## config.mk

```make
export PLATFORM = sky130hd
export DESIGN_NAME = g2e_div_cell
export DESIGN_NICKNAME = d
export VERILOG_FILES = /design/src/sv/g2e_pkg.sv /design/src/sv/g2e_div_cell.sv
export SDC_FILE = /design/constraint.sdc
export NUM_CORES = 2
export LEC_CHECK = 0
export BUFFER_PORTS_ARGS = -buffer_cell sky130_fd_sc_hd__buf_2
export CAP_MARGIN = 10
export CORE_UTILIZATION = 30
export CTS_CLUSTER_DIAMETER = 60
export CTS_CLUSTER_SIZE = 28
export DETAILED_ROUTE_END_ITERATION = 10
export PLACE_DENSITY_LB_ADDON = 0.15
export SLEW_MARGIN = 20
export SYNTH_ARGS = -nofsm -noshare
export SYNTH_HDL_FRONTEND = slang
export SYNTH_SLANG_ARGS = --single-unit
```

## constraint.sdc

```tcl
create_clock -name clk_i -period 9.6 [get_ports clk_i]
set_input_delay 1.92 -clock clk_i [delete_from_list [all_inputs] [get_ports clk_i]]
set_output_delay 1.92 -clock clk_i [all_outputs]
set_load 0.1 [all_outputs]
```

## src/sv/g2e_pkg.sv

```systemverilog
// ----------------------------------------------------------------------------
// g2e_pkg: shared constants and types for geodetic to ECEF conversion
// Fixed-point constants (Q60 angles and fractions), cell state types and the
// arctangent table function used by the rotation cells.
// ----------------------------------------------------------------------------
package g2e_pkg;

  localparam int unsigned ROTATION_STEPS_DEF = 32;

  localparam logic [63:0] PI_Q60       = 64'h3243F6A8885A308D;
  localparam logic [63:0] HALF_PI_Q60  = PI_Q60 >> 1;
  localparam logic [63:0] GAIN_Q60     = 64'd700114967507363240;
  localparam logic [63:0] E2_Q60       = 64'd7360548640 << 20;
  localparam logic [63:0] A_Q20        = 64'd6378137000 << 20;
  localparam logic [63:0] E7_HALF_TURN = 64'd1800000000;

  // radians per 1e-7 degree, split into integer quotient and remainder
  localparam logic [63:0] DEG_Q = PI_Q60 / E7_HALF_TURN;
  localparam logic [63:0] DEG_R = PI_Q60 % E7_HALF_TURN;

  // floor(m*DEG_R / half turn) for m <= 2^31 is (m * RECIP) >> 62 with RECIP
  // rounded up, since m * half turn stays below 2^62; quotient below 2^29
  localparam int unsigned  DIV_BITS = 29;
  localparam int unsigned  RECIP_SH = 62;
  localparam logic [127:0] RECIP_W  =
    ((128'(DEG_R) << RECIP_SH) + 128'(E7_HALF_TURN) - 128'd1) / 128'(E7_HALF_TURN);
  localparam logic [59:0]  RECIP    = RECIP_W[59:0];

  // binomial series of (1 - t)^(-1/2), Horner form
  localparam int unsigned HORNER_N  = 6;
  localparam logic [63:0] HORNER_G0 = 64'd231 << 50;
  localparam logic [63:0] HORNER_C [HORNER_N] = '{
    64'd63 << 52, 64'd35 << 53, 64'd5 << 56, 64'd3 << 57, 64'd1 << 59, 64'd1 << 60
  };

  typedef struct packed {
    logic signed [63:0] x;
    logic signed [63:0] y;
    logic signed [63:0] z;
  } rot_t;

  // atan(2^-i) in Q60 by its alternating power series, evaluated at elaboration
  function automatic logic [63:0] atan_q60(input int unsigned i);
    logic signed [63:0] sum;
    logic [63:0]        term;
    int unsigned        k;
    sum = '0;
    if (i == 0) begin
      return PI_Q60 >> 2;
    end
    for (k = 0; (2 * k + 1) * i <= 60; k++) begin
      term = (64'd1 << (60 - (2 * k + 1) * i)) / 64'(2 * k + 1);
      if (k[0]) begin
        sum = sum - signed'(term);
      end else begin
        sum = sum + signed'(term);
      end
    end
    return unsigned'(sum);
  endfunction

endpackage

```

## src/sv/g2e_div_cell.sv

```systemverilog
// ----------------------------------------------------------------------------
// g2e_div_cell: fraction part of the degree-to-radian conversion
// floor(m * DEG_R / half turn) by reciprocal multiply: two partial products of
// the 32-bit m are registered, then summed and shifted into the output register.
// ----------------------------------------------------------------------------
module g2e_div_cell (
  input  logic                           clk_i,
  input  logic                           en_i,
  input  logic [31:0]                    m_i,
  output logic [g2e_pkg::DIV_BITS-1:0]   quo_o
);

  logic [63:0]                  lo_q, hi_q;
  logic [95:0]                  sum;
  logic [g2e_pkg::DIV_BITS-1:0] quo_q;

  assign sum = (96'(hi_q) << 32) + 96'(lo_q);

  always_ff @(posedge clk_i) begin
    if (en_i) begin
      lo_q  <= 64'(m_i) * 64'(g2e_pkg::RECIP[31:0]);
      hi_q  <= 64'(m_i) * 64'(g2e_pkg::RECIP[59:32]);
      quo_q <= sum[g2e_pkg::RECIP_SH +: g2e_pkg::DIV_BITS];
    end
  end

  assign quo_o = quo_q;

endmodule

```

==> Word-level counts from Yosys, hierarchy flattened <==
Index checks and enable logic that the tools add are counted.
{ "totals": {"latch_bits": 0, "output_inout_bits": 29, "mem_count": 0, "ff_bits": 152, "mem_bits_ro": 0, "inputBits": 34, "ram_bits": 0, "elab_cells": 6} }
{ "classes": {"n_mul": 2, "shift": 0, "eq_ne": 0, "bitwise_logic": 0, "n_addsub": 1, "n_div": 0, "muxes": 0, "magnitude_cmp": 0, "reduce_logical": 0} }
{ "op_table": {"columns": ["op", "n"], "rows": [
  ["adder 91 x 64 -> 91 bit", 1],
  ["multiplier 32 x 32 -> 64 bit (second input constant)", 1],
  ["multiplier 32 x 28 -> 59 bit (second input constant)", 1]
]} }

==> Logic depth before layout (Yosys ltp) <==
{ "depth": {"ltp_word": 1, "depth_mapped": 27, "mapped_depth_nobuf": 26} }

==> Worst setup path after synthesis <==
No wires, ideal clock.
{ "synth_timing": {"path_type": "input to register", "start": "input m_i[15]", "end": "register hi_q[56] (data pin)", "slack_ns": 1.325, "n_path_buf": 0, "arrival_ns": 8.012, "setup_time_ns": 0.263, "required_time_ns": 9.337, "stages": 24, "path_cell_list": "inv_1 -> fa_1 -> inv_1 -> fa_1 -> inv_1 -> fa_1 -> inv_1 -> fa_1 -> fa_1 -> fa_1 -> inv_1 -> fa_1 -> inv_1 -> ha_1 -> a21oi_1 -> o21ai_0 -> a221o_1 -> a221o_1 -> a21oi_1 -> nor2_1 -> nor3_2 -> o21ai_1 -> a311oi_1 -> xnor2_1"} }
{ "synth_via": {"elab_chain_cells": 1} }
{ "synth_lines": {"columns": ["item", "line_no", "rtl"], "rows": [
  ["from (decl)", "g2e_div_cell.sv:9", "input logic [31:0] m_i,"],
  ["multiplier 32 x 28 -> 59 bit", "g2e_div_cell.sv:22", "hi_q <= 64'(m_i) * 64'(g2e_pkg::RECIP[59:32]);"],
  ["to (signal assigned)", "g2e_div_cell.sv:22", null],
  ["to (decl)", "g2e_div_cell.sv:13", "logic [63:0] lo_q, hi_q;"]
]} }
Every way passes these cells.
A chain may end at the register's enable or synchronous reset.

==> Final worst setup path <==
{ "layout_timing": {"start": "input m_i[23]", "end": "register lo_q[60] (data pin)"} }
{ "layout_via": {"elab_chain_cells": 1} }
{ "layout_lines": {"columns": ["item", "line_no", "rtl"], "rows": [
  ["multiplier 32 x 32 -> 64 bit", "g2e_div_cell.sv:21", "lo_q <= 64'(m_i) * 64'(g2e_pkg::RECIP[31:0]);"],
  ["to (signal assigned)", "g2e_div_cell.sv:21", null],
  ["to (decl)", "g2e_div_cell.sv:13", null]
]} }
Every way passes these cells.

==> results summary <==
Data arrives at the worst endpoint at 9.26 ns. Of the synthesized area, sequential elements account for 10.4%. The checks that failed: DRC. Setup violations remaining at the end of the flow were counted as 0. The most used flip-flop cell after synthesis is sky130_fd_sc_hd__edfxtp_1. The number of global-route vias before repair came to 25971.

The die covers 117000 µm². TritonCTS built the clock tree. The measured slew at the worst slew-check pin came out at 0.764 ns. The initial antenna violation count is 3. The depth of the CTS H-tree is 4. In this run the top signal layer used is met5. In this design, the critical path's most frequently occurring cell is sky130_fd_sc_hd__fa_1. By count the netlist is led by 1118 x sky130_fd_sc_hd__inv_1, 715 x sky130_fd_sc_hd__ha_1, 657 x sky130_fd_sc_hd__fa_1, 120 x sky130_fd_sc_hd__edfxtp_1, 101 x sky130_fd_sc_hd__a21oi_1. The setup path with the least slack is of type in2reg. The max-capacitance violation count is 0. The floorplan die width came out at 342 µm. The number of buffers created by CTS is 17.

The time the worst path needs with I/O delays and setup came out at 9.05 ns. The delay contributed by the slowest stage of the critical path came out at 0.61 ns. The max-slew headroom at the worst pin is 49.1%. For the worst-skew pair, the clock arrives at the later sink with an insertion delay of 0.47 ns. The XOR/XNOR share of the synthesized area came out at 3.15%. The first global-routing pass estimated 171000 µm of wire. The share of synthesized area in the top cell type comes to 37.9%. The path class of the tightest hold or removal check is reg2reg. The maximum clock frequency is 0.111 GHz. sky130_fd_sc_hd__fa_1 takes more of the synthesized area than any other cell. Measured against the total synthesized area, the mux share comes to 0%. The flow ran to the end, but the final reports show violations. In this run, synthesis inferred 120 flip-flops with an integrated enable. In the post-synthesis netlist, the biggest area contributors are sky130_fd_sc_hd__fa_1 38%, sky130_fd_sc_hd__ha_1 26%, sky130_fd_sc_hd__inv_1 12%.

The area overhead of the layout relative to synthesis is 11.1%. The share of the synthesized area in compound gates (AO/OA/AOI/OAI) is 6.51%. The met2 routed wirelength is 52300 µm. The met1 wire length came out at 55400 µm. The post-detailed-placement half-perimeter wirelength is 103000 µm. The placer's final routability congestion estimate came out at 0.959. Synthesis produced a netlist with a net count of 4779. Setup repair after global routing left no endpoint under its margin. Once the clock tree was built, the resizer swapped 0 gates to a different size. The number of port buffers came out at 62. The number of clock sinks came out at 120. The highest net fanout along the worst path came out at 9. The violation count after the first detailed-route iteration is 1249. The detail-routed via count per cell is 4.58. The average wire per standard cell is 22.2 µm. The number of buffers and inverters on the critical path is 6. The core area came out at 115000 µm². The mean instance size in the synthesized netlist came out at 10.3 µm². The worst setup path is launched from an input port. For this design the top-level I/O count stands at 63.

Synthesis inferred 120 register bits. The die outline height is 342 µm. The remaining global-route overflow is 0. The longest clock path from root to sink contains 2 buffers. The final-report max-slew violation count was 0. The number of detailed-route iterations in the first pass is 10.

The Yosys warning count is 0. By instance count, the leading cell after synthesis is sky130_fd_sc_hd__inv_1. The pin count of the biggest net entering global routing is 55.

The remaining antenna violation count is 0. Clock-pin slew was measured on the worst setup and hold paths at 0.07 ns. After detailed routing, the total wire length is 114000 µm. The proportion of layout cells with a drive suffix above 1 is 7.28%.

The number of distinct library cells after synthesis came out at 62. The data required time of the critical path is 9.81 ns. The setup total negative slack is 0 ns. The total vias in the final route is 23432. Global routing used 20.4% of the available tracks across all layers. The number of design rule violations left after detail routing is 8. The adder-cell area share of the yosys netlist came out at 63.6%.

The post-route clock period utilization came out at 94.2%. The post-CTS setup buffer count is 0. Row generation in the floorplan step produced 124 rows. The initial utilization of the core area, before any placement, comes to 30.3%. The slowest cell on the critical path is sky130_fd_sc_hd__fa_1.

Clock tree synthesis selected as its root buffer the cell sky130_fd_sc_hd__clkbuf_16. The final hold violation count is 0. The number of nets in the layout came out at 4993. Broken down by cell family, the worst path's largest delay share belongs to adder cells. The area fraction in and, or, nand and nor cells after synthesis is 4.00%. The synthesized netlist occupies a cell area of 34700 µm². By area, the combinational part of the netlist is dominated by adder cells.

The post-route worst hold slack is 0.581 ns. The wire length on met3 came out at 3520 µm. The fraction of registers with async set/reset is 0%. After clock tree synthesis, the flow added hold-fix buffers numbering 0. The worst setup path is captured at a flop. The worst clock skew is 0.0179 ns.

The post-synthesis instance total is 3373.
-- layout make-up --
class,instances,area (µm²)
Sequential cell,120,3600
Multi-Input combinational cell,2116,26800
Tap cell,1512,1890
Clock inverter,15,156
Clock buffer,17,425
Timing Repair Buffer,214,1450
Inverter,1118,4200
Fill cell,12077,75900
Antenna cell,2,5.00
-- stage by stage --
step                util, %  instances  instance area (µm²)  setup WS (ns)
floorplan                 -       3373                34700           1.32
global placement       33.2       5080                38000        -0.0866
detailed placement     33.2       5080                38000         0.0551
CTS                    33.7       5112                38600          0.569
global route           33.7       5112                38600          0.263
finish                 33.7       5114                38600          0.553
-- layout by cell type (no fill, tap or decap), types with 36 or more instances in the layout --
master and n:
sky130_fd_sc_hd__fa_1 657, sky130_fd_sc_hd__o21ai_0 53, sky130_fd_sc_hd__ha_1 715, sky130_fd_sc_hd__buf_4 153
sky130_fd_sc_hd__a21oi_1 101, sky130_fd_sc_hd__xnor2_1 89, sky130_fd_sc_hd__nand2_1 72, sky130_fd_sc_hd__buf_2 61
sky130_fd_sc_hd__a21o_1 83, sky130_fd_sc_hd__nor2_1 51, sky130_fd_sc_hd__inv_1 1118, sky130_fd_sc_hd__xor2_1 36
sky130_fd_sc_hd__edfxtp_1 120
-- cells by family after synthesis --
kind of cell	count (synthesis)
adder cells (fa/ha/maj)	1372
buffers and inverters	1137
AO/OA/AOI/OAI	344
AND/OR/NAND/NOR	275
XOR/XNOR	125
flip-flops	120
-- flip-flops by register name, indices dropped and copies added (netlist names) --
register  flops
hi_q         57
lo_q         34
quo_o        29
-- path summary, 6_finish.rpt --
kind                  from        end  slack (ns)  cells past startpoint
hold reg to reg   hi_q[58]  quo_o[28]        0.58                      1
hold / removal    hi_q[58]  quo_o[28]        0.58                      1
setup reg to reg  lo_q[51]  quo_o[28]        5.22                     11
setup / recovery   m_i[23]   lo_q[60]        0.55                     25
-- layer usage --
metal / vias to the layer above / track usage (%)
li1: 10908 / -
met3: 87 / 1.47
met5: - / 0
met1: 12008 / 29.5
met4: 2 / 4.76
met2: 427 / 32.9
Power is left out: the tool's default activity adds up to more than one toggle a clock period on the data nets, which glitch-free logic cannot reach.
